[config.mk]
export PLATFORM = sky130hd
export DESIGN_NAME = natural_selection_run_generator_unit
export DESIGN_NICKNAME = d
export VERILOG_FILES = /design/src/hdl/nsrg_pkg.sv /design/src/hdl/natural_selection_run_generator_unit.sv /design/src/hdl/nsrg_datapath.sv /design/src/hdl/nsrg_ctrl.sv
export SDC_FILE = /design/constraint.sdc
export NUM_CORES = 2
export LEC_CHECK = 0
export BUFFER_PORTS_ARGS = -buffer_cell sky130_fd_sc_hd__buf_4
export CAP_MARGIN = 20
export CORE_UTILIZATION = 40
export CTS_CLUSTER_SIZE = 25
export DETAILED_ROUTE_END_ITERATION = 6
export SKIP_CTS_REPAIR_TIMING = 1
export SLEW_MARGIN = 5
export SYNTH_ARGS = -nofsm -noshare
export SYNTH_HDL_FRONTEND = slang
export SYNTH_HIERARCHICAL = 1
export SYNTH_SLANG_ARGS = --single-unit
[constraint.sdc]
create_clock -name clk -period 8.9 [get_ports clk]
set_input_delay 0.89 -clock clk [delete_from_list [all_inputs] [get_ports clk]]
set_output_delay 0.89 -clock clk [all_outputs]
set_load 0.03 [all_outputs]
[src/hdl/nsrg_pkg.sv]
`default_nettype none
// ---------------------------------------------------------------------------
// nsrg_pkg : shared types for the natural selection run generator
// Controller states, drain modes and the command and status groups that pass
// between the controller and the datapath.
// ---------------------------------------------------------------------------
package nsrg_pkg;

    localparam int KEY_W  = 32;
    localparam int PAY_W  = 32;
    localparam int RUN_W  = 16;
    localparam int CFG_W  = 5;

    localparam logic signed [KEY_W-1:0] KEY_MIN = {1'b1, {(KEY_W-1){1'b0}}};
    localparam logic [RUN_W-1:0] RUN_FIRST = 1;
    localparam logic [RUN_W-1:0] RUN_MAX   = '1;
    localparam logic [CFG_W-1:0] CFG_RESET = 5'd16;

    typedef enum logic [3:0] {
        ST_IDLE,
        ST_START,
        ST_R_CHECK,
        ST_R_SCAN,
        ST_R_DECIDE,
        ST_R_RES,
        ST_D_SCAN,
        ST_D_DECIDE,
        ST_COPY
    } state_t;

    typedef enum logic [1:0] {
        MODE_REC,
        MODE_END1,
        MODE_END2
    } mode_t;

    typedef struct packed {
        logic load;
        logic insert;
        logic scan_start;
        logic scan_step;
        logic emit;
        logic emit_last;
        logic invalidate;
        logic replace;
        logic set_last;
        logic push_res;
        logic clear_fill;
        logic next_run;
        logic copy_start;
        logic copy_step;
        logic reset_last;
        logic clear_sort;
    } dp_cmd_t;

    typedef struct packed {
        logic item_end;
        logic fill_lt_n;
        logic scan_last;
        logic found;
        logic below_last;
        logic res_lt_n;
        logic res_zero;
        logic copy_last;
        logic one_left;
        logic out_busy;
    } dp_status_t;

endpackage
`default_nettype wire

[src/hdl/natural_selection_run_generator_unit.sv]
`default_nettype none
// ---------------------------------------------------------------------------
// natural_selection_run_generator_unit : replacement-selection run builder
// Builds sorted runs from a record stream using a working memory and a
// reservoir, for the run formation phase of an external sort.
// ---------------------------------------------------------------------------
//  channel   dir  handshake           content
//  s_*       in   s_tvalid/s_tready   tuser: cmd; tdata: key, payload
//  m_*       out  m_tvalid/m_tready   tdata: key, payload, run; tlast: last
//  cfg_*     in   cfg_we              entries in use (5 bits)
//
//  A record while filling passes the start and check states; one written to
//  the run or sent to the reservoir also waits for a full scan by the single
//  comparator, as does each drained record. A reservoir reload moves one
//  entry per cycle.
//  Reset clears the sort state at once; entries in use returns to 16.
//  A stalled output holds the sequencer only when a further result is due.
// ---------------------------------------------------------------------------
module natural_selection_run_generator_unit #(
    parameter int MEMORY_DEPTH = 16
) (
    input  wire         clk,
    input  wire         rst_n,
    input  wire         s_tvalid,
    output logic        s_tready,
    input  wire [63:0]  s_tdata,   // record_key[31:0], record_payload[63:32]
    input  wire [0:0]   s_tuser,   // cmd[0]
    output logic        m_tvalid,
    input  wire         m_tready,
    output logic [79:0] m_tdata,   // out_key[31:0], out_payload[63:32], run_number[79:64]
    output logic        m_tlast,
    input  wire         cfg_we,
    input  wire [4:0]   cfg_wdata
);
    import nsrg_pkg::*;

    dp_cmd_t    cmd;
    dp_status_t status;
    logic       in_fire;

    assign in_fire = s_tvalid && s_tready;

    nsrg_ctrl u_ctrl (
        .clk      (clk),
        .rst_n    (rst_n),
        .in_fire  (in_fire),
        .in_ready (s_tready),
        .status   (status),
        .cmd      (cmd)
    );

    nsrg_datapath #(
        .MEMORY_DEPTH (MEMORY_DEPTH)
    ) u_datapath (
        .clk        (clk),
        .rst_n      (rst_n),
        .cmd        (cmd),
        .status     (status),
        .cfg_we     (cfg_we),
        .cfg_wdata  (cfg_wdata),
        .in_cmd     (s_tuser[0]),
        .in_key     (s_tdata[31:0]),
        .in_payload (s_tdata[63:32]),
        .m_tvalid   (m_tvalid),
        .m_tready   (m_tready),
        .m_tdata    (m_tdata),
        .m_tlast    (m_tlast)
    );

    // a new result never overwrites one still waiting
    a_no_overwrite: assert property (@(posedge clk) disable iff (!rst_n)
        cmd.emit |-> !(m_tvalid && !m_tready))
        else $error("result overwritten while stalled");

    // one transaction at a time
    a_busy_after_accept: assert property (@(posedge clk) disable iff (!rst_n)
        in_fire |=> !s_tready)
        else $error("input accepted while busy");

    // reservoir reload only with entries present
    a_copy_nonempty: assert property (@(posedge clk) disable iff (!rst_n)
        cmd.copy_step |-> !status.res_zero)
        else $error("reload from empty reservoir");

endmodule
`default_nettype wire

[src/hdl/nsrg_datapath.sv]
`default_nettype none
// ---------------------------------------------------------------------------
// nsrg_datapath : working memory, reservoir and result register
// Holds the records, runs the one-comparator minimum scan, moves records
// between memory and reservoir and drives the output channel.
// ---------------------------------------------------------------------------
module nsrg_datapath #(
    parameter int MEMORY_DEPTH = 16
) (
    input  wire                      clk,
    input  wire                      rst_n,
    input  nsrg_pkg::dp_cmd_t        cmd,
    output nsrg_pkg::dp_status_t     status,
    input  wire                      cfg_we,
    input  wire [4:0]                cfg_wdata,
    input  wire                      in_cmd,
    input  wire [31:0]               in_key,
    input  wire [31:0]               in_payload,
    output logic                     m_tvalid,
    input  wire                      m_tready,
    output logic [79:0]              m_tdata,
    output logic                     m_tlast
);
    import nsrg_pkg::*;

    localparam int IDX_W = (MEMORY_DEPTH > 1) ? $clog2(MEMORY_DEPTH) : 1;
    localparam int CNT_W = $clog2(MEMORY_DEPTH + 1);

    // record stores
    logic signed [KEY_W-1:0] mem_key [MEMORY_DEPTH];
    logic        [PAY_W-1:0] mem_pay [MEMORY_DEPTH];
    logic signed [KEY_W-1:0] res_key [MEMORY_DEPTH];
    logic        [PAY_W-1:0] res_pay [MEMORY_DEPTH];

    logic [MEMORY_DEPTH-1:0] valid_reg;
    logic [CNT_W-1:0]        fill_reg;
    logic [CNT_W-1:0]        res_cnt_reg;
    logic signed [KEY_W-1:0] last_key_reg;
    logic [RUN_W-1:0]        run_reg;
    logic [CFG_W-1:0]        cfg_reg;

    logic                    item_end_reg;
    logic signed [KEY_W-1:0] rec_key_reg;
    logic [PAY_W-1:0]        rec_pay_reg;

    logic [IDX_W-1:0]        scan_idx_reg;
    logic [IDX_W-1:0]        copy_idx_reg;
    logic                    found_reg;
    logic signed [KEY_W-1:0] best_key_reg;
    logic [PAY_W-1:0]        best_pay_reg;
    logic [IDX_W-1:0]        best_idx_reg;

    logic                    out_valid_reg;
    logic signed [KEY_W-1:0] out_key_reg;
    logic [PAY_W-1:0]        out_pay_reg;
    logic [RUN_W-1:0]        out_run_reg;
    logic                    out_last_reg;

    logic [5:0]              n_wide;
    logic [CNT_W-1:0]        n_use;
    logic [IDX_W-1:0]        free_idx;
    logic signed [KEY_W-1:0] scan_key;
    logic                    scan_take;

    // clamp the entries-in-use register to 1..MEMORY_DEPTH
    always_comb
    begin
        n_wide = {1'b0, cfg_reg};
        if (n_wide == 6'd0)
            n_wide = 6'd1;
        if (n_wide > 6'(MEMORY_DEPTH))
            n_wide = 6'(MEMORY_DEPTH);
        n_use = CNT_W'(n_wide);
    end

    // find the lowest free memory slot
    always_comb
    begin
        free_idx = '0;
        for (int i = MEMORY_DEPTH - 1; i >= 0; i--)
        begin
            if (!valid_reg[i])
                free_idx = IDX_W'(i);
        end
    end

    assign scan_key  = mem_key[scan_idx_reg];
    assign scan_take = valid_reg[scan_idx_reg] && (!found_reg || (scan_key < best_key_reg));

    // status towards the controller
    always_comb
    begin
        status.item_end   = item_end_reg;
        status.fill_lt_n  = fill_reg < n_use;
        status.scan_last  = scan_idx_reg == IDX_W'(MEMORY_DEPTH - 1);
        status.found      = found_reg;
        status.below_last = best_key_reg < last_key_reg;
        status.res_lt_n   = res_cnt_reg < n_use;
        status.res_zero   = res_cnt_reg == '0;
        status.copy_last  = (CNT_W'(copy_idx_reg) + CNT_W'(1)) == res_cnt_reg;
        status.one_left   = (valid_reg != '0) && ((valid_reg & (valid_reg - 1'b1)) == '0);
        status.out_busy   = out_valid_reg && !m_tready;
    end

    // record stores: no reset, written by slot
    always_ff @(posedge clk)
    begin
        if (cmd.insert)
        begin
            mem_key[free_idx] <= rec_key_reg;
            mem_pay[free_idx] <= rec_pay_reg;
        end
        if (cmd.replace)
        begin
            mem_key[best_idx_reg] <= rec_key_reg;
            mem_pay[best_idx_reg] <= rec_pay_reg;
        end
        if (cmd.copy_step)
        begin
            mem_key[copy_idx_reg] <= res_key[copy_idx_reg];
            mem_pay[copy_idx_reg] <= res_pay[copy_idx_reg];
        end
        if (cmd.push_res && (res_cnt_reg < CNT_W'(MEMORY_DEPTH)))
        begin
            res_key[res_cnt_reg[IDX_W-1:0]] <= best_key_reg;
            res_pay[res_cnt_reg[IDX_W-1:0]] <= best_pay_reg;
        end
    end

    // item latch, scan and result data registers
    always_ff @(posedge clk)
    begin
        if (cmd.load)
        begin
            rec_key_reg <= in_key;
            rec_pay_reg <= in_payload;
        end
        if (cmd.scan_step && scan_take)
        begin
            best_key_reg <= scan_key;
            best_pay_reg <= mem_pay[scan_idx_reg];
            best_idx_reg <= scan_idx_reg;
        end
        if (cmd.emit)
        begin
            out_key_reg  <= best_key_reg;
            out_pay_reg  <= best_pay_reg;
            out_run_reg  <= run_reg;
            out_last_reg <= cmd.emit_last;
        end
    end

    // control state of the sort
    always_ff @(posedge clk or negedge rst_n)
    begin
        if (!rst_n)
        begin
            valid_reg     <= '0;
            fill_reg      <= '0;
            res_cnt_reg   <= '0;
            last_key_reg  <= KEY_MIN;
            run_reg       <= RUN_FIRST;
            cfg_reg       <= CFG_RESET;
            item_end_reg  <= 1'b0;
            scan_idx_reg  <= '0;
            copy_idx_reg  <= '0;
            found_reg     <= 1'b0;
            out_valid_reg <= 1'b0;
        end
        else
        begin
            if (cfg_we)
                cfg_reg <= cfg_wdata;
            if (cmd.load)
                item_end_reg <= in_cmd;

            // insert while filling
            if (cmd.insert)
            begin
                valid_reg[free_idx] <= 1'b1;
                fill_reg <= fill_reg + 1'b1;
            end

            // scan one slot a cycle
            if (cmd.scan_start)
            begin
                scan_idx_reg <= '0;
                found_reg    <= 1'b0;
            end
            else if (cmd.scan_step)
            begin
                scan_idx_reg <= scan_idx_reg + 1'b1;
                if (scan_take)
                    found_reg <= 1'b1;
            end

            if (cmd.invalidate)
                valid_reg[best_idx_reg] <= 1'b0;
            if (cmd.set_last)
                last_key_reg <= best_key_reg;
            if (cmd.reset_last)
                last_key_reg <= KEY_MIN;
            if (cmd.push_res && (res_cnt_reg < CNT_W'(MEMORY_DEPTH)))
                res_cnt_reg <= res_cnt_reg + 1'b1;
            if (cmd.clear_fill)
                fill_reg <= '0;
            if (cmd.next_run && (run_reg != RUN_MAX))
                run_reg <= run_reg + 1'b1;

            // move the reservoir into memory
            if (cmd.copy_start)
                copy_idx_reg <= '0;
            else if (cmd.copy_step)
            begin
                copy_idx_reg <= copy_idx_reg + 1'b1;
                valid_reg[copy_idx_reg] <= 1'b1;
                if (status.copy_last)
                begin
                    fill_reg    <= res_cnt_reg;
                    res_cnt_reg <= '0;
                end
            end

            if (cmd.clear_sort)
            begin
                valid_reg    <= '0;
                fill_reg     <= '0;
                res_cnt_reg  <= '0;
                last_key_reg <= KEY_MIN;
                run_reg      <= RUN_FIRST;
            end

            // result register: load on emit, drop once taken
            if (cmd.emit)
                out_valid_reg <= 1'b1;
            else if (m_tready)
                out_valid_reg <= 1'b0;
        end
    end

    assign m_tvalid = out_valid_reg;
    assign m_tdata  = {out_run_reg, out_pay_reg, out_key_reg};
    assign m_tlast  = out_last_reg;

endmodule
`default_nettype wire

[src/hdl/nsrg_ctrl.sv]
`default_nettype none
// ---------------------------------------------------------------------------
// nsrg_ctrl : sequencing state machine
// Steps each transaction through fill, scan, emit, reservoir, reload and drain
// phases by issuing datapath commands.
// ---------------------------------------------------------------------------
module nsrg_ctrl (
    input  wire                   clk,
    input  wire                   rst_n,
    input  wire                   in_fire,
    output logic                  in_ready,
    input  nsrg_pkg::dp_status_t  status,
    output nsrg_pkg::dp_cmd_t     cmd
);
    import nsrg_pkg::*;

    state_t state_reg, state_next;
    mode_t  mode_reg, mode_next;

    always_ff @(posedge clk or negedge rst_n)
    begin
        if (!rst_n)
        begin
            state_reg <= ST_IDLE;
            mode_reg  <= MODE_REC;
        end
        else
        begin
            state_reg <= state_next;
            mode_reg  <= mode_next;
        end
    end

    // next state
    always_comb
    begin
        state_next = state_reg;
        mode_next  = mode_reg;
        unique case (state_reg)
            ST_IDLE:
                if (in_fire)
                    state_next = ST_START;
            ST_START:
                if (status.item_end)
                begin
                    mode_next  = MODE_END1;
                    state_next = ST_D_SCAN;
                end
                else
                    state_next = ST_R_CHECK;
            ST_R_CHECK:
                state_next = status.fill_lt_n ? ST_IDLE : ST_R_SCAN;
            ST_R_SCAN:
                if (status.scan_last)
                    state_next = ST_R_DECIDE;
            ST_R_DECIDE:
                priority if (!status.found)
                    state_next = ST_R_CHECK;
                else if (status.below_last)
                    state_next = ST_R_RES;
                else if (!status.out_busy)
                    state_next = ST_IDLE;
            ST_R_RES:
                if (status.res_lt_n)
                    state_next = ST_IDLE;
                else
                begin
                    mode_next  = MODE_REC;
                    state_next = ST_D_SCAN;
                end
            ST_D_SCAN:
                if (status.scan_last)
                    state_next = ST_D_DECIDE;
            ST_D_DECIDE:
                priority if (status.found)
                begin
                    if (!status.out_busy)
                        state_next = ST_D_SCAN;
                end
                else if (mode_reg == MODE_REC)
                    state_next = ST_COPY;
                else if ((mode_reg == MODE_END1) && !status.res_zero)
                begin
                    mode_next  = MODE_END2;
                    state_next = ST_COPY;
                end
                else
                    state_next = ST_IDLE;
            ST_COPY:
                if (status.copy_last)
                    state_next = (mode_reg == MODE_REC) ? ST_R_CHECK : ST_D_SCAN;
            default:
                state_next = ST_IDLE;
        endcase
    end

    // command outputs
    always_comb
    begin
        cmd      = '0;
        in_ready = 1'b0;
        unique case (state_reg)
            ST_IDLE:
            begin
                in_ready = 1'b1;
                cmd.load = in_fire;
            end
            ST_START:
                cmd.scan_start = status.item_end;
            ST_R_CHECK:
                if (status.fill_lt_n)
                    cmd.insert = 1'b1;
                else
                    cmd.scan_start = 1'b1;
            ST_R_SCAN, ST_D_SCAN:
                cmd.scan_step = 1'b1;
            ST_R_DECIDE:
                priority if (!status.found)
                    cmd.clear_fill = 1'b1;
                else if (status.below_last)
                    cmd.push_res = 1'b1;
                else if (!status.out_busy)
                begin
                    cmd.emit      = 1'b1;
                    cmd.emit_last = 1'b1;
                    cmd.set_last  = 1'b1;
                    cmd.replace   = 1'b1;
                end
            ST_R_RES:
                if (status.res_lt_n)
                    cmd.replace = 1'b1;
                else
                begin
                    cmd.invalidate = 1'b1;
                    cmd.scan_start = 1'b1;
                end
            ST_D_DECIDE:
                priority if (status.found)
                begin
                    if (!status.out_busy)
                    begin
                        cmd.emit       = 1'b1;
                        cmd.invalidate = 1'b1;
                        cmd.scan_start = 1'b1;
                        if (mode_reg == MODE_END1)
                            cmd.emit_last = status.one_left && status.res_zero;
                        else if (mode_reg == MODE_END2)
                            cmd.emit_last = status.one_left;
                    end
                end
                else if (mode_reg == MODE_REC)
                begin
                    cmd.clear_fill = 1'b1;
                    cmd.next_run   = 1'b1;
                    cmd.copy_start = 1'b1;
                end
                else if ((mode_reg == MODE_END1) && !status.res_zero)
                begin
                    cmd.clear_fill = 1'b1;
                    cmd.next_run   = 1'b1;
                    cmd.copy_start = 1'b1;
                end
                else
                    cmd.clear_sort = 1'b1;
            ST_COPY:
            begin
                cmd.copy_step = 1'b1;
                if (status.copy_last)
                begin
                    if (mode_reg == MODE_REC)
                        cmd.reset_last = 1'b1;
                    else
                        cmd.scan_start = 1'b1;
                end
            end
            default:
                cmd = '0;
        endcase
    end

endmodule
`default_nettype wire

==> results.md <==
Placement:
- At the end of routability-driven placement, the weighted congestion stood at 0.8338.
- During placement, the flow inserted port buffers numbering 157.
- The cell count after placement is 9687.
- The final HPWL from detailed placement is 162700 µm.

Drt:
- The detail-routed via count per cell is 5.741.
- Once detail routing completed, the nets flagged for antenna violations numbered 0.
- In the final routed layout, each cell accounts on average for 26.96 µm.
- The DRC violations left is 0.
- After detailed routing, the total wire length is 273500 µm.
- The first-iteration detailed-routing DRC count is 6364.
- The total vias in the final route is 58.23k.
- The number of detailed-route iterations in the first pass is 6.

Pwr:
- The worst ir drop on vdd is 0.2371 mV.
- The power per standard cell area is 273.9 nW/µm².
- Summed over all cells, the static leakage comes to 38.40 nW.

Logic synthesis:
- Of all cell types, the one taking the most synthesized area is edfxtp_1.
- In the post-synthesis netlist, the biggest area contributors are edfxtp_1 (67%), mux4_2 (13%), o21ai_0 (5.3%).
- Summed over its instances, the top area cell type makes up 66.51% of the synthesized netlist area.
- The synthesis warning total is 6.
- Ranked by instance count, the synthesized netlist is headed by edfxtp_1 (2261), nand2_1 (1163), o21ai_0 (1072).
- The library cell with the highest instance count after synthesis is edfxtp_1.
- The most instantiated flip-flop cell in the synthesis netlist is edfxtp_1.
- Counting every instance in the synthesized netlist gives 6645.
- The proportion of synthesized flip-flops having asynchronous set or reset is 4.073%.
- The number of flops mapped to enable cells by yosys is 2261.
- The count of state elements after synthesis is 2357.
- Dividing the synthesized area by the synthesized cell count gives 15.36 µm².
- The number of nets in the synthesized netlist is 6801.
- In this run, distinct cell masters in the synthesized netlist total 77.
- The share of the Yosys chip area taken by registers is 68.87%.
- The cell area that synthesis handed to floorplanning was 102100 µm².

STA:
- In this run the tightest slew margin relative to its limit is 22.80%.
- Across the routed clock network, the largest skew measured is 70.66 ps.
- The tightest hold path in the finished design has a slack of 28.27 ps.
- The setup TNS is 0 ps.
- The final count of pins violating max slew is 0.
- The highest clock frequency the design can meet is 164.7 MHz.
- Setup violations remaining at the end of the flow were counted as 0.
- The hold violation total from the final report is 0.
- Setup repair after global routing left no endpoint under its margin.
- The slew of the pin with the lowest slew margin is 1148 ps.
- The final clock period utilization by the worst path is 68.22%.
- For the finished layout, the period the worst path requires is 6072 ps.

CTS:
- The maximum buffer depth of the clock tree is 3.
- TritonCTS built the clock tree.
- Clock-pin slew was measured on the worst setup and hold paths at 70 ps.
- The clock latency on the worst-skew pair is 910 ps.
- The deepest level of the CTS H-tree is 4.
- The cell chosen for the clock root is clkbuf_16.
- The number of buffers created by CTS is 236.
- The clock sink count is 2357.

Setup path:
- In this design, the stage delay of the slowest critical-path cell is 970 ps.
- The arrival time of the worst setup path is 6660 ps.
- STA classifies the critical path endpoint as a flip-flop.
- The largest fanout of any net on the critical path is 52.
- The required time at the worst-slack endpoint is 9480 ps.
- The critical path launch point type is a flip-flop.
- The category of the critical setup timing path is reg2reg.
- The slowest cell on the critical path is dfrtp_4.
- The signal on the critical path passes through buf_4, mux4_2, mux4_2, ha_1, nand4_1, nor3_1, nand4_1, nor4b_1, a211oi_2, and3b_1, a311oi_4, buf_12.

Die:
- The count of pins on the block boundary is 158.
- The die covers 257200 µm².
- In this run the standard cell core region covers 253900 µm².
- From bottom edge to top edge, the die measures 507.2 µm.
- The die is 507.2 µm wide.
- The floorplan row count is 185.
- The initial utilization of the core area, before any placement, comes to 40.20%.

Global route:
- The global-route wire length before repair is 398900 µm.
- Entering global routing, the biggest net connects 105 pins.
- The total grt overflow is 0.
- The number of antenna violations at the first check in global routing came to 13.
- The number of global-route vias before repair is 57.01k.
- Global routing used 21.15% of the available tracks across all layers.

Final layout:
- Of the cells placed in the final design, the portion with a size suffix greater than 1 is 21.00%.
- In the final layout, flip-flops and latches occupy 70330 µm².
- The count of filler cells inserted in the layout is 21.86k.
- The multi-input gate area in the final layout is 29320 µm².
- The non-filler instance count after layout is 10.14k.
- Compared with the post-synthesis result, the final layout area differs by 12.19%.
- The total number of nets in the final design is 6721.

Status:
- The run finished with clean final reports.

Hold path:
- The tightest min-delay check is of the in2async type.

Flow run:
- The number of max-capacitance violations reported is 0.
metrics by stage:
stage	instance area, µm²	power, mW	utilization (%)	setup slack [ps]
finish	114500	31.37	45.10	2828
global route	114500	32.59	45.10	2451
CTS	114400	31.57	45.05	2662
detailed placement	106500	21.53	41.95	2655
global placement	106500	21.37	41.93	2715
floorplan	102100	19.03	-	638.4
cells in the final DEF, fill, tap and decap left out, types with 14 or more instances in the layout:
master,instances
clkinv_1,43
a21oi_1,35
o211ai_1,16
o21ai_0,1059
o21ai_1,27
nor3_1,26
o21ai_2,37
edfxtp_1,2261
buf_4,287
mux2_2,70
xor2_1,18
xnor2_1,14
clkbuf_16,240
nand4_1,26
inv_1,81
clkinv_2,52
nand2b_1,19
mux4_2,580
dfrtp_1,85
bufinv_16,22
mux2i_1,103
clkbuf_1,51
a211oi_1,14
ha_1,81
nor2_1,107
nand2_1,1150
nand3_1,14
worst max-delay path: cells and delay by family, from the launching register on:
family,cells,cell delay (ps)
simple gates,5,1400
compound gates,2,1030
mux,2,1010
flops,1,970
buf+inv,2,870
fa+ha+maj,1,350
layout make-up:
| class | count | area share (%) |
|---|---|---|
| clock buffers | 293 | 5.426 |
| well taps | 3366 | 3.678 |
| diodes | 2 | 0.004370 |
| repair buffers | 303 | 2.152 |
| multi-input cells | 3585 | 25.60 |
| inverters | 82 | 0.2688 |
| clock inverters | 155 | 1.453 |
| flip-flops and latches | 2357 | 61.41 |
power breakdown:
group          switching [mW]  internal [mW]
clock network            4.41           5.64
registers                1.24           13.6
logic                    3.71           2.76
cell families after synthesis:
group,Yosys count,share of synthesized area (%)
AOI/OAI and AO/OA,1259,6.608
and+or+nand+nor,1455,5.818
muxes,754,14.59
buffers and inverters,703,2.799
DFF,2357,68.87
adders and majority gates,84,1.022
xor gates and xnor gates,33,0.2905
routing by layer:
layer | routed length, µm | share of wire (%) | vias to the layer above | global-route usage (%)
met2 | 130000 | 48 | 2537 | 33.82
met1 | 116400 | 43 | 30070 | 30.55
met5 | 32 | 0.012 | - | 0
li1 | - | - | 25260 | -
met3 | 21770 | 8.0 | 359 | 3.089
met4 | 5207 | 1.9 | 4 | 5.003
worst paths after layout:
| kind | from | depth (start not counted) | slack [ps] | to |
|---|---|---|---|---|
| worst max-delay path | u_datapath/scan_idx_reg[1] | 12 | 2830 | u_datapath/best_pay_reg[12] |
| worst min-delay path | rst_n | 1 | 30 | u_datapath/found_reg |
| worst max register to register | u_datapath/scan_idx_reg[1] | 12 | 2830 | u_datapath/best_pay_reg[12] |
| worst min register to register | u_datapath/run_reg[6] | 0 | 490 | u_datapath/out_run_reg[6] |
| max in group asynchronous | rst_n | 2 | 7640 | u_datapath/copy_idx_reg[1] |
| min in group clk | s_tdata[11] | 1 | 150 | u_datapath/rec_key_reg[11] |
(Power assumes the default switching activity.)
